[config.mk]
export PLATFORM = sky130hd
export DESIGN_NAME = square_matrix_add_sub_mul_top
export DESIGN_NICKNAME = d
export VERILOG_FILES = /design/src/smas_pkg.sv /design/src/square_matrix_add_sub_mul_top.sv /design/src/smas_ram.sv /design/src/smas_alu.sv /design/src/smas_seq.sv
export VERILOG_INCLUDE_DIRS = /design/src /design/src/src
export SDC_FILE = /design/constraint.sdc
export NUM_CORES = 2
export LEC_CHECK = 0
export ABC_CLOCK_PERIOD_IN_PS = 10150
export BUFFER_PORTS_ARGS = -buffer_cell sky130_fd_sc_hd__buf_4
export CAP_MARGIN = 15
export CORE_MARGIN = 2
export CORE_UTILIZATION = 45
export CTS_CLUSTER_DIAMETER = 150
export DETAILED_ROUTE_END_ITERATION = 6
export PLACE_DENSITY = 0.58
export SYNTH_ARGS = -nofsm -noshare
export SYNTH_HDL_FRONTEND = slang
export SYNTH_SLANG_ARGS = --single-unit
[constraint.sdc]
create_clock -name clk -period 10.15 [get_ports clk]
set_input_delay 1.015 -clock clk [delete_from_list [all_inputs] [get_ports clk]]
set_output_delay 1.015 -clock clk [all_outputs]
set_load 0.02 [all_outputs]
[src/square_matrix_add_sub_mul_top_assert.svh]
// assertion macros for the matrix block, sampled on clk, off during rst
`ifndef SQUARE_MATRIX_ADD_SUB_MUL_TOP_ASSERT_SVH
`define SQUARE_MATRIX_ADD_SUB_MUL_TOP_ASSERT_SVH

// same-cycle implication
`define SMAS_ASSERT_NOW(lbl, ante, cons, msg) \
  lbl: assert property (@(posedge clk) disable iff (rst) (ante) |-> (cons)) \
    else $error(msg);

// next-cycle implication
`define SMAS_ASSERT_NEXT(lbl, ante, cons, msg) \
  lbl: assert property (@(posedge clk) disable iff (rst) (ante) |=> (cons)) \
    else $error(msg);

`endif

[src/smas_pkg.sv]
package smas_pkg;

  localparam int DIM_W      = 4;
  localparam int MODE_W     = 2;
  localparam int ELEM_W     = 16;
  localparam int OUT_W      = 36;
  localparam int CFG_IDX_W  = 1;
  localparam int CFG_DATA_W = 4;

  // operation codes
  localparam logic [MODE_W-1:0] OP_ADD = 2'd0;
  localparam logic [MODE_W-1:0] OP_SUB = 2'd1;
  localparam logic [MODE_W-1:0] OP_MUL = 2'd2;

  // register indexes
  localparam logic [CFG_IDX_W-1:0] REG_OP_MODE = 1'b0;
  localparam logic [CFG_IDX_W-1:0] REG_DIM     = 1'b1;

  localparam logic [MODE_W-1:0] OP_MODE_RESET = OP_ADD;
  localparam logic [DIM_W-1:0]  DIM_RESET     = 4'd8;

  typedef struct packed {
    logic signed [ELEM_W-1:0] a_elem;
    logic signed [ELEM_W-1:0] b_elem;
  } in_item_t;

  typedef struct packed {
    logic signed [OUT_W-1:0] out_value;
    logic                    last_elem;
  } out_item_t;

  // tag that travels with each read through the arithmetic pipe
  typedef struct packed {
    logic valid;
    logic first;
    logic last_k;
    logic last_elem;
  } issue_t;

endpackage

[src/square_matrix_add_sub_mul_top.sv]
// channel   direction  handshake              payload
// in        input      start & !busy          in_data   (a_elem, b_elem)
// out       output     out_strobe, one cycle  out_data  (out_value, last_elem)
// cfg       input      cfg_we                 cfg_idx, cfg_wdata
//
// each element pair beat is taken with start while idle; the n*n-th pair starts the run
// after it, busy stays high until the run is done and the pipe has drained; the single
// multiply-accumulate unit does one term a cycle
// results come one per cycle (add, subtract) or one per element after its n terms (multiply)
// reset is synchronous; stores need no clearing, so start is taken right away
// the receiver cannot stall: every result is valid for exactly one cycle
`include "square_matrix_add_sub_mul_top_assert.svh"

module square_matrix_add_sub_mul_top #(
  parameter int MAX_DIM = 8
) (
  input  logic                                clk,
  input  logic                                rst,
  input  logic                                start,
  output logic                                busy,
  input  smas_pkg::in_item_t                  in_data,
  output logic                                out_strobe,
  output smas_pkg::out_item_t                 out_data,
  input  logic                                cfg_we,
  input  logic [smas_pkg::CFG_IDX_W-1:0]      cfg_idx,
  input  logic [smas_pkg::CFG_DATA_W-1:0]     cfg_wdata
);
  import smas_pkg::*;

  localparam int DEPTH = MAX_DIM * MAX_DIM;
  localparam int AW    = (DEPTH > 1) ? $clog2(DEPTH) : 1;

  logic [MODE_W-1:0] op_mode;
  logic [DIM_W-1:0]  dim;
  logic              wr_en;
  logic [AW-1:0]     wr_addr;
  logic [AW-1:0]     a_addr;
  logic [AW-1:0]     b_addr;
  logic [ELEM_W-1:0] a_rd;
  logic [ELEM_W-1:0] b_rd;
  logic              pipe_busy;
  issue_t            issue;

  // configuration registers
  always_ff @(posedge clk) begin
    if (rst) begin
      op_mode <= OP_MODE_RESET;
      dim     <= DIM_RESET;
    end else if (cfg_we) begin
      unique case (cfg_idx)
        REG_OP_MODE: op_mode <= cfg_wdata[MODE_W-1:0];
        REG_DIM:     dim     <= cfg_wdata[DIM_W-1:0];
        default:     ;
      endcase
    end
  end

  smas_seq #(
    .MAX_DIM (MAX_DIM)
  ) u_seq (
    .clk       (clk),
    .rst       (rst),
    .start     (start),
    .op_mode   (op_mode),
    .dim       (dim),
    .pipe_busy (pipe_busy),
    .busy      (busy),
    .wr_en     (wr_en),
    .wr_addr   (wr_addr),
    .a_addr    (a_addr),
    .b_addr    (b_addr),
    .issue     (issue)
  );

  // element stores for A and B
  smas_ram #(
    .WIDTH (ELEM_W),
    .DEPTH (DEPTH)
  ) u_store_a (
    .clk     (clk),
    .wr_en   (wr_en),
    .wr_addr (wr_addr),
    .wr_data (in_data.a_elem),
    .rd_addr (a_addr),
    .rd_data (a_rd)
  );

  smas_ram #(
    .WIDTH (ELEM_W),
    .DEPTH (DEPTH)
  ) u_store_b (
    .clk     (clk),
    .wr_en   (wr_en),
    .wr_addr (wr_addr),
    .wr_data (in_data.b_elem),
    .rd_addr (b_addr),
    .rd_data (b_rd)
  );

  smas_alu u_alu (
    .clk        (clk),
    .rst        (rst),
    .issue      (issue),
    .op_mode    (op_mode),
    .a_rd       (a_rd),
    .b_rd       (b_rd),
    .out_strobe (out_strobe),
    .out_data   (out_data),
    .pipe_busy  (pipe_busy)
  );

  // checks
  `SMAS_ASSERT_NOW(a_strobe_in_run, out_strobe, busy, "result beat while idle")
  `SMAS_ASSERT_NEXT(a_busy_needs_start, !busy && !start, !busy, "busy without a beat")
  `SMAS_ASSERT_NEXT(a_last_ends_run, out_strobe && out_data.last_elem, !out_strobe,
    "result beat after the last element")

endmodule

[src/smas_ram.sv]
module smas_ram #(
  parameter int WIDTH = 16,
  parameter int DEPTH = 64
) (
  input  logic                                  clk,
  input  logic                                  wr_en,
  input  logic [((DEPTH > 1) ? $clog2(DEPTH) : 1)-1:0] wr_addr,
  input  logic [WIDTH-1:0]                      wr_data,
  input  logic [((DEPTH > 1) ? $clog2(DEPTH) : 1)-1:0] rd_addr,
  output logic [WIDTH-1:0]                      rd_data
);

  logic [WIDTH-1:0] mem [DEPTH];

  // one write port, one registered read port
  always_ff @(posedge clk) begin
    if (wr_en) begin
      mem[wr_addr] <= wr_data;
    end
    rd_data <= mem[rd_addr];
  end

endmodule

[src/smas_alu.sv]
module smas_alu (
  input  logic                                  clk,
  input  logic                                  rst,
  input  smas_pkg::issue_t                      issue,
  input  logic [smas_pkg::MODE_W-1:0]           op_mode,
  input  logic [smas_pkg::ELEM_W-1:0]           a_rd,
  input  logic [smas_pkg::ELEM_W-1:0]           b_rd,
  output logic                                  out_strobe,
  output smas_pkg::out_item_t                   out_data,
  output logic                                  pipe_busy
);
  import smas_pkg::*;

  issue_t                    tag1;
  issue_t                    tag2;
  logic signed [OUT_W-1:0]   term;
  logic signed [OUT_W-1:0]   term_next;
  logic signed [OUT_W-1:0]   acc;
  logic signed [OUT_W-1:0]   acc_next;
  logic                      last_elem;
  logic signed [ELEM_W:0]    sum_ab;
  logic signed [ELEM_W:0]    dif_ab;
  logic signed [2*ELEM_W-1:0] prod;

  // operand math on the registered memory data
  always_comb begin
    sum_ab = {a_rd[ELEM_W-1], a_rd} + {b_rd[ELEM_W-1], b_rd};
    dif_ab = {a_rd[ELEM_W-1], a_rd} - {b_rd[ELEM_W-1], b_rd};
    prod   = $signed(a_rd) * $signed(b_rd);
    unique case (op_mode)
      OP_ADD:  term_next = {{(OUT_W-ELEM_W-9){sum_ab[ELEM_W]}}, sum_ab, 8'b0};
      OP_SUB:  term_next = {{(OUT_W-ELEM_W-9){dif_ab[ELEM_W]}}, dif_ab, 8'b0};
      OP_MUL:  term_next = {{(OUT_W-2*ELEM_W){prod[2*ELEM_W-1]}}, prod};
      default: term_next = '0;
    endcase
  end

  // accumulate, restart on the first term of an element
  assign acc_next = tag2.first ? term : acc + term;

  // tag pipe, aligned with memory latency and the term register
  always_ff @(posedge clk) begin
    if (rst) begin
      tag1       <= '0;
      tag2       <= '0;
      out_strobe <= 1'b0;
    end else begin
      tag1       <= issue;
      tag2       <= tag1;
      out_strobe <= tag2.valid && tag2.last_k;
    end
  end

  // payload registers
  always_ff @(posedge clk) begin
    if (tag1.valid) begin
      term <= term_next;
    end
    if (tag2.valid) begin
      acc       <= acc_next;
      last_elem <= tag2.last_elem;
    end
  end

  assign out_data.out_value = acc;
  assign out_data.last_elem = last_elem;
  assign pipe_busy          = tag1.valid || tag2.valid || out_strobe;

endmodule

[src/smas_seq.sv]
module smas_seq #(
  parameter int MAX_DIM = 8
) (
  input  logic                                  clk,
  input  logic                                  rst,
  input  logic                                  start,
  input  logic [smas_pkg::MODE_W-1:0]           op_mode,
  input  logic [smas_pkg::DIM_W-1:0]            dim,
  input  logic                                  pipe_busy,
  output logic                                  busy,
  output logic                                  wr_en,
  output logic [((MAX_DIM*MAX_DIM > 1) ? $clog2(MAX_DIM*MAX_DIM) : 1)-1:0] wr_addr,
  output logic [((MAX_DIM*MAX_DIM > 1) ? $clog2(MAX_DIM*MAX_DIM) : 1)-1:0] a_addr,
  output logic [((MAX_DIM*MAX_DIM > 1) ? $clog2(MAX_DIM*MAX_DIM) : 1)-1:0] b_addr,
  output smas_pkg::issue_t                      issue
);
  import smas_pkg::*;

  localparam int DEPTH = MAX_DIM * MAX_DIM;
  localparam int AW    = (DEPTH > 1) ? $clog2(DEPTH) : 1;
  localparam int CNT_W = $clog2(DEPTH + 1);
  localparam int CMP_W = 2 * DIM_W + 1;

  typedef enum logic [2:0] {
    ST_IDLE  = 3'b001,
    ST_RUN   = 3'b010,
    ST_DRAIN = 3'b100
  } state_t;

  state_t             state;
  state_t             state_next;
  logic [CNT_W-1:0]   load_count;
  logic [CNT_W-1:0]   load_count_next;
  logic [DIM_W-1:0]   i_idx, i_idx_next;
  logic [DIM_W-1:0]   j_idx, j_idx_next;
  logic [DIM_W-1:0]   k_idx, k_idx_next;
  logic [AW-1:0]      row_base, row_base_next;
  logic [AW-1:0]      kn, kn_next;
  logic [DIM_W-1:0]   n;
  logic [DIM_W-1:0]   n_m1;
  logic [2*DIM_W-1:0] total;
  logic               load_done;
  logic               accept;
  logic               is_mul;
  logic               last_k;
  logic               last_j;
  logic               last_i;

  // active dimension: zero reads as one, large values clip to the bound
  always_comb begin
    priority if (dim == '0) begin
      n = DIM_W'(1);
    end else if (32'(dim) > MAX_DIM) begin
      n = DIM_W'(MAX_DIM);
    end else begin
      n = dim;
    end
  end

  assign n_m1      = n - DIM_W'(1);
  assign total     = n * n;
  assign accept    = start && (state == ST_IDLE);
  assign load_done = (CMP_W'(load_count) + CMP_W'(1)) >= CMP_W'(total);
  assign is_mul    = (op_mode == OP_MUL);
  assign last_k    = !is_mul || (k_idx == n_m1);
  assign last_j    = (j_idx == n_m1);
  assign last_i    = (i_idx == n_m1);

  // store port drive
  assign wr_en   = accept;
  assign wr_addr = load_count[AW-1:0];
  assign a_addr  = row_base + (is_mul ? AW'(k_idx) : AW'(j_idx));
  assign b_addr  = is_mul ? (kn + AW'(j_idx)) : (row_base + AW'(j_idx));

  assign issue.valid     = (state == ST_RUN);
  assign issue.first     = (k_idx == '0);
  assign issue.last_k    = last_k;
  assign issue.last_elem = last_k && last_j && last_i;

  assign busy = (state != ST_IDLE);

  // sequencer: load beats, then one read pair per cycle over i, j (and k for multiply), then drain
  always_comb begin
    state_next      = state;
    load_count_next = load_count;
    i_idx_next      = i_idx;
    j_idx_next      = j_idx;
    k_idx_next      = k_idx;
    row_base_next   = row_base;
    kn_next         = kn;
    unique case (state)
      ST_IDLE: begin
        if (accept) begin
          if (load_done) begin
            state_next      = ST_RUN;
            load_count_next = '0;
            i_idx_next      = '0;
            j_idx_next      = '0;
            k_idx_next      = '0;
            row_base_next   = '0;
            kn_next         = '0;
          end else begin
            load_count_next = load_count + CNT_W'(1);
          end
        end
      end
      ST_RUN: begin
        if (!last_k) begin
          k_idx_next = k_idx + DIM_W'(1);
          kn_next    = kn + AW'(n);
        end else begin
          k_idx_next = '0;
          kn_next    = '0;
          if (!last_j) begin
            j_idx_next = j_idx + DIM_W'(1);
          end else begin
            j_idx_next    = '0;
            i_idx_next    = i_idx + DIM_W'(1);
            row_base_next = row_base + AW'(n);
            if (last_i) begin
              state_next = ST_DRAIN;
            end
          end
        end
      end
      ST_DRAIN: begin
        if (!pipe_busy) begin
          state_next = ST_IDLE;
        end
      end
      default: begin
        state_next = ST_IDLE;
      end
    endcase
  end

  always_ff @(posedge clk) begin
    if (rst) begin
      state      <= ST_IDLE;
      load_count <= '0;
      i_idx      <= '0;
      j_idx      <= '0;
      k_idx      <= '0;
      row_base   <= '0;
      kn         <= '0;
    end else begin
      state      <= state_next;
      load_count <= load_count_next;
      i_idx      <= i_idx_next;
      j_idx      <= j_idx_next;
      k_idx      <= k_idx_next;
      row_base   <= row_base_next;
      kn         <= kn_next;
    end
  end

endmodule
Word-level counts from Yosys, hierarchy flattened
Memory sizes are Yosys's and may differ from the RTL's. A register that Yosys moved wholly into a read port is not among the register bits.
Index checks and enable logic that the tools add are counted.
{ "op_classes": {"bitwise": 1, "eq_ne": 15, "n_addsub": 14, "n_reduce_logical": 19, "mux": 33, "multipliers": 2, "magnitude_cmp": 2} }
{ "ops": {"columns": ["operator", "n"], "rows": [
  ["$pmux W36 S3", 1],
  ["$mux W4", 10],
  ["$add A36 B36 Y36", 1],
  ["$mux W36", 1],
  ["$mux W6", 6],
  ["$mul A16 B16 Y32", 1],
  ["$add A6 B4 Y6", 4],
  ["$pmux W4 S2", 3],
  ["$pmux W6 S2", 2],
  ["$mux W3", 6],
  ["$add A16 B16 Y17", 1],
  ["$sub A16 B16 Y17", 1],
  ["$add A4 B1 Y4 const B", 3],
  ["$eq A4 B4 Y1", 3],
  ["$ge A9 B8 Y1", 1],
  ["$pmux W3 S3", 1],
  ["$add A7 B1 Y8 const B", 1],
  ["$logic_not A4 Y1", 2],
  ["$mul A4 B4 Y8", 1],
  ["$ne A2 B2 Y1 const B", 4],
  ["$add A7 B1 Y7 const B", 1],
  ["$mux W7", 1],
  ["$add A6 B6 Y6", 1],
  ["$reduce_and A2 Y1", 3],
  ["other kinds (20)", 27]
]} }
{ "totals": {"in_bits": 41, "memories": 2, "mem_bits_rw": 2048, "out_inout_bits": 39, "wordCells": 109, "ff_bits": 122} }
{ "mem_list": {"columns": ["name", "depth", "width", "read_ports", "rd_ports_with_merged_regs", "write_ports", "line", "source"], "rows": [
  ["u_store_a.mem", 64, 16, 1, 1, 1, "smas_ram.sv:13", "logic [WIDTH-1:0] mem [DEPTH];"],
  ["u_store_b.mem", 64, 16, 1, 1, 1, "smas_ram.sv:13", null]
]} }

Logic depth before layout (Yosys ltp)
{ "logic_depth": {"depth_word": 9, "ltp_mapped": 24, "depth_no_buf": 23} }

Hierarchy
Synthesis repeated with hierarchy kept, for this count alone.
{ "unflattened": {"cells_unflattened": 5797, "area_unflattened_um2": 99279.0} }
{ "modules_own_cells": {"columns": ["module", "area_each_um2", "cells_per_inst", "seq_area_each_um2", "n_inst"], "rows": [
  ["smas_ram", 40042.2, 1829, 31069.8, 2],
  ["smas_alu", 16096.7, 1789, 2252.2, 1],
  ["smas_seq", 2851.5, 327, 680.7, 1],
  ["square_matrix_add_sub_mul_top", 246.5, 23, 120.1, 1]
]} }

Worst setup path after synthesis
No wires, ideal clock.
{ "synth_path": {"path_kind": "reg-to-reg", "from": "register u_store_b.rd_data[1], read port of u_store_b.mem", "to": "register u_alu.term[34] (data pin)", "path_buffers": 1, "setup_ns": 0.270, "t_arrival_ns": 6.068, "stages_incl_launch_ff": 22, "setup_slack_ns": 3.812, "synth_period_minus_slack_ns": 6.338, "required_time_ns": 9.880, "cell_sequence": "dfxtp_1 -> clkbuf_1 -> nand2_1 -> inv_1 -> fa_1 -> fa_1 -> fa_1 -> fa_1 -> fa_1 -> inv_1 -> fa_1 -> inv_1 -> ha_1 -> a21o_1 -> a21o_1 -> a21o_1 -> o21ai_0 -> o211ai_1 -> a31o_2 -> a31oi_1 -> xnor2_1 -> o21ai_0"} }
{ "synth_between": {"elab_chain_len": 2, "word_cells_on_any_way": 4, "classes_between": "2 x add/sub; 1 x mul; 1 x mux"} }
{ "synth_rtl": {"columns": ["item", "line", "source"], "rows": [
  ["from (decl)", "smas_ram.sv:10", "output logic [WIDTH-1:0] rd_data"],
  ["$mul A16 B16 Y32 (tied with other cells)", "smas_alu.sv:29", "prod = $signed(a_rd) * $signed(b_rd);"],
  ["$pmux W36 S3 (*)", "smas_alu.sv:30", "unique case (op_mode)"],
  ["to (signal assigned)", "smas_alu.sv:57", "term <= term_next;"],
  ["to (decl)", "smas_alu.sv:16", "logic signed [OUT_W-1:0] term;"]
]} }
Mark *: on every way between the ends. The rest lies on a longest branch, timed or not.
A chain may end at the register's enable or synchronous reset.

Worst setup path in the final report
{ "layout_path": {"from": "register u_store_a.rd_data[7], read port of u_store_a.mem", "to": "register u_alu.term[21] (data pin)"} }
{ "layout_between": {"elab_chain_len": 2, "word_cells_on_any_way": 4, "classes_between": "2 x add/sub; 1 x mul; 1 x mux"} }
{ "layout_rtl": {"columns": ["item", "line", "source"], "rows": [
  ["from (decl)", "smas_ram.sv:10", null],
  ["$mul A16 B16 Y32 (tied with other cells)", "smas_alu.sv:29", null],
  ["$pmux W36 S3 (*)", "smas_alu.sv:30", null],
  ["named net u_alu.term_next[21]", "smas_alu.sv:17", "logic signed [OUT_W-1:0] term_next;"]
]} }
The timed path passes the listed nets; every way through them passes the cells marked *.

==> impl_metrics.toml <==
[drt]
wirelength_mm = 260
vias = 49692
drc = 0
viasPerCell = 5.95
drtPass1Iterations = 6
postRouteAntennaNets = 0
drt_iter0_drc = 5440
wire_per_inst_um = 31.2

[final_layout]
fin_nets = 5828
drive_above_1_share_pct = 22.5
area_growth_pct = 12.0
final_cells = 8349

[synth]
synth_cell_types = 76
synth-adder-area-share_pct = 7.91
synth_top_area_share_pct = 65.3
yosysSeqAreaShare_pct = 66.9
netlist_area_um2 = 97400
syn_inst = 5154
synth_area_leaders = "edfxtp_1 65%, mux4_2 15%, fa_1 5.5%, ha_1 2.4%, dfxtp_1 1.7%"
yosysMostFrequentCell = "edfxtp_1"
synthTopCellsByCount = "2117 x edfxtp_1, 646 x mux4_2, 359 x inv_1"
avgSynthCellArea_um2 = 18.9
synth-xor-area-share_pct = 1.04
synth.area.mux_share_pct = 15.7
synth-simple-area-share_pct = 3.39
synth_edf_count = 2117
async_reset_ff_share_pct = 0
synth_top_area_cell = "edfxtp_1"
synth_top_family_by_area = "multiplexers"
synth_seq_cells = 2198
ys.warnings.count = 0
synth_top_flop_cell = "edfxtp_1"
synth-compound-area-share_pct = 2.62

[timing]
finalCritPeriodShare_pct = 69.7
finClkSkew_ns = 0.0963
whs_ns = 0.404
hold_violations = 0
worstMarginPinSlew_ns = 1.14
slew_viol_final = 0
clock.fmax_mhz = 141
post-route-min-period_ns = 7.07
slew_headroom_pct = 23.5
rsz0062_at_grt = "false"
setup_tns_ns = 0
setup_viol = 0

[clocking]
ctsResizeCount = 0
clock_tree.root_cell = "clkbuf_16"
htreeDepth = 4
clk_pin_slew_ns = 0.06
cts_tree = "done"
clock-sinks = 2198
clk_latency_ns = 0.88
ctsHoldBuffers = 0
clockBufferDepth = 3
post-cts-setup-buffer-count = 0
cts_made_buffers = 221

[floorplan]
ioPinCount = 80
rows = 170
start_util_pct = 45.3
fp.dieW_um = 469
coreArea_um2 = 215000
fp.dieArea_um2 = 220000
die_y_um = 469

[worst_setup_path]
crit_path_max_incr_delay_ns = 0.83
crit_fanout = 17
crit_chain = "ha_1 > inv_1 > fa_1 > inv_1 > fa_1 > inv_1 > fa_1 > inv_1 > fa_1 > fa_1 > inv_1 > fa_1 > inv_1 > ha_1 > a21o_1 > a211o_1 > o21bai_1 > nor2_1 > nor3_1 > xnor2_1 > a221o_1"
crit_path_start_kind = "flop"
cp-end-kind = "flop"
crit_type = "flop to flop"
cp_slowest_cell = "dfxtp_1"
crit_arrival_ns = 7.63
cp.required_ns = 10.71

[power]
leakage_uw = 0.0365
p_per_area_nw_per_um2 = 254
ir_drop_mv = 0.728
power_uw = 27700

[global_route]
grt_max_degree = 136
grt_pass1_wl_mm = 373
antenna_found_initial = 12
grt_overflow_total = 0
grt_pass1_vias = 50457
track_usage_pct = 23.7

[placement]
portBuffers = 79
placed_cells = 7948
place_congestion = 0.841
place_hpwl_mm = 150

[run]
maxCapViolations = 0

[status]
status = "finished, final reports clean"

[worst_hold_path]
holdCritPathClass = "flop to flop"
through the flow:
step	instance area (um^2)	setup slack [ns]	utilization (%)
2_1_floorplan	97400	3.81	-
6_report	109000	3.08	50.8
3_5_place_dp	102000	3.06	47.5
3_3_place_gp	102000	3.20	47.5
5_1_grt	109000	2.69	50.8
4_1_cts	109000	3.10	50.8
cells in the final DEF, fill, tap and decap left out, types with 56 or more instances in the layout:
cell type     n
edfxtp_1   2117
mux4_2      646
inv_1       359
fa_1        268
nand2_1     236
clkbuf_16   221
ha_1        182
buf_4       180
and2_1      111
a21oi_1      99
o21ai_0      98
nor2_1       97
dfxtp_1      79
nor2_4       64
clkinv_1     62
mux2i_1      56
report_power, final:
group          internal, uW  leakage (uW)  switching, uW
clock                  4370       0.00338           3560
sequential            10000        0.0197           64.5
combinational          4120        0.0134           5600
state kept, by name, indices dropped and copies added, names as in the netlist, 2 cells and up:
register,count
u_store_a.mem,1024
u_store_b.mem,1024
u_alu.acc,36
u_alu.term,32
u_store_a.rd_data,16
u_store_b.rd_data,16
u_seq.load_count,7
u_seq.kn,6
u_seq.row_base,6
dim,4
u_alu.tag1,4
u_alu.tag2,4
u_seq.i_idx,4
u_seq.j_idx,4
u_seq.k_idx,4
u_seq.state,3
op_mode,2
worst paths after layout:
check | depth (start not counted) | endpoint | start | slack, ns
max | 21 | u_alu.term[21]$_DFFE_PP_ | u_store_a.rd_data[7]$_DFF_P_ | 3.08
min | 0 | u_alu.last_elem$_DFFE_PP_ | u_alu.tag2[0]$_SDFF_PP0_ | 0.40
max reg2reg | 21 | u_alu.term[21]$_DFFE_PP_ | u_store_a.rd_data[7]$_DFF_P_ | 3.08
min reg2reg | 0 | u_alu.last_elem$_DFFE_PP_ | u_alu.tag2[0]$_SDFF_PP0_ | 0.40
critical path, delay by kind of cell (launching register included):
| kind | cells | cell delay, ns |
|---|---|---|
| AOI/OAI and AO/OA | 4 | 1.25 |
| xor gates and xnor gates | 1 | 0.17 |
| adders and majority gates | 8 | 3.77 |
| buffers and inverters | 6 | 0.35 |
| DFF | 1 | 0.83 |
| and+or+nand+nor | 2 | 0.42 |
metal layers:
layer | wire [um] | GRT usage (%) | share of wire [%] | vias to the layer above
li1 | - | - | - | 20567
met1 | 108000 | 33.1 | 41 | 27019
met2 | 128000 | 38.9 | 49 | 1770
met3 | 18000 | 4.04 | 6.9 | 328
met4 | 6720 | 6.23 | 2.6 | 8
met5 | 35 | 0 | 0.013 | -
area by class of cell:
| cell class | count | area [um^2] |
|---|---|---|
| clock buffer | 255 | 5660 |
| tap | 2838 | 3550 |
| inverter | 359 | 1350 |
| sequential | 2198 | 65200 |
| clock inverter | 145 | 1380 |
| multi-input combinational | 2366 | 30500 |
| antenna | 1 | 2.50 |
| timing repair buffer | 187 | 1490 |
| fill | 17250 | 106000 |
cell families after synthesis:
kind of cell / count (synthesis)
buf+inv: 591
flops: 2198
simple gates: 690
fa+ha+maj: 454
xor+xnor: 113
other cells: 1
mux: 710
compound gates: 397
(Power assumes the default switching activity.)
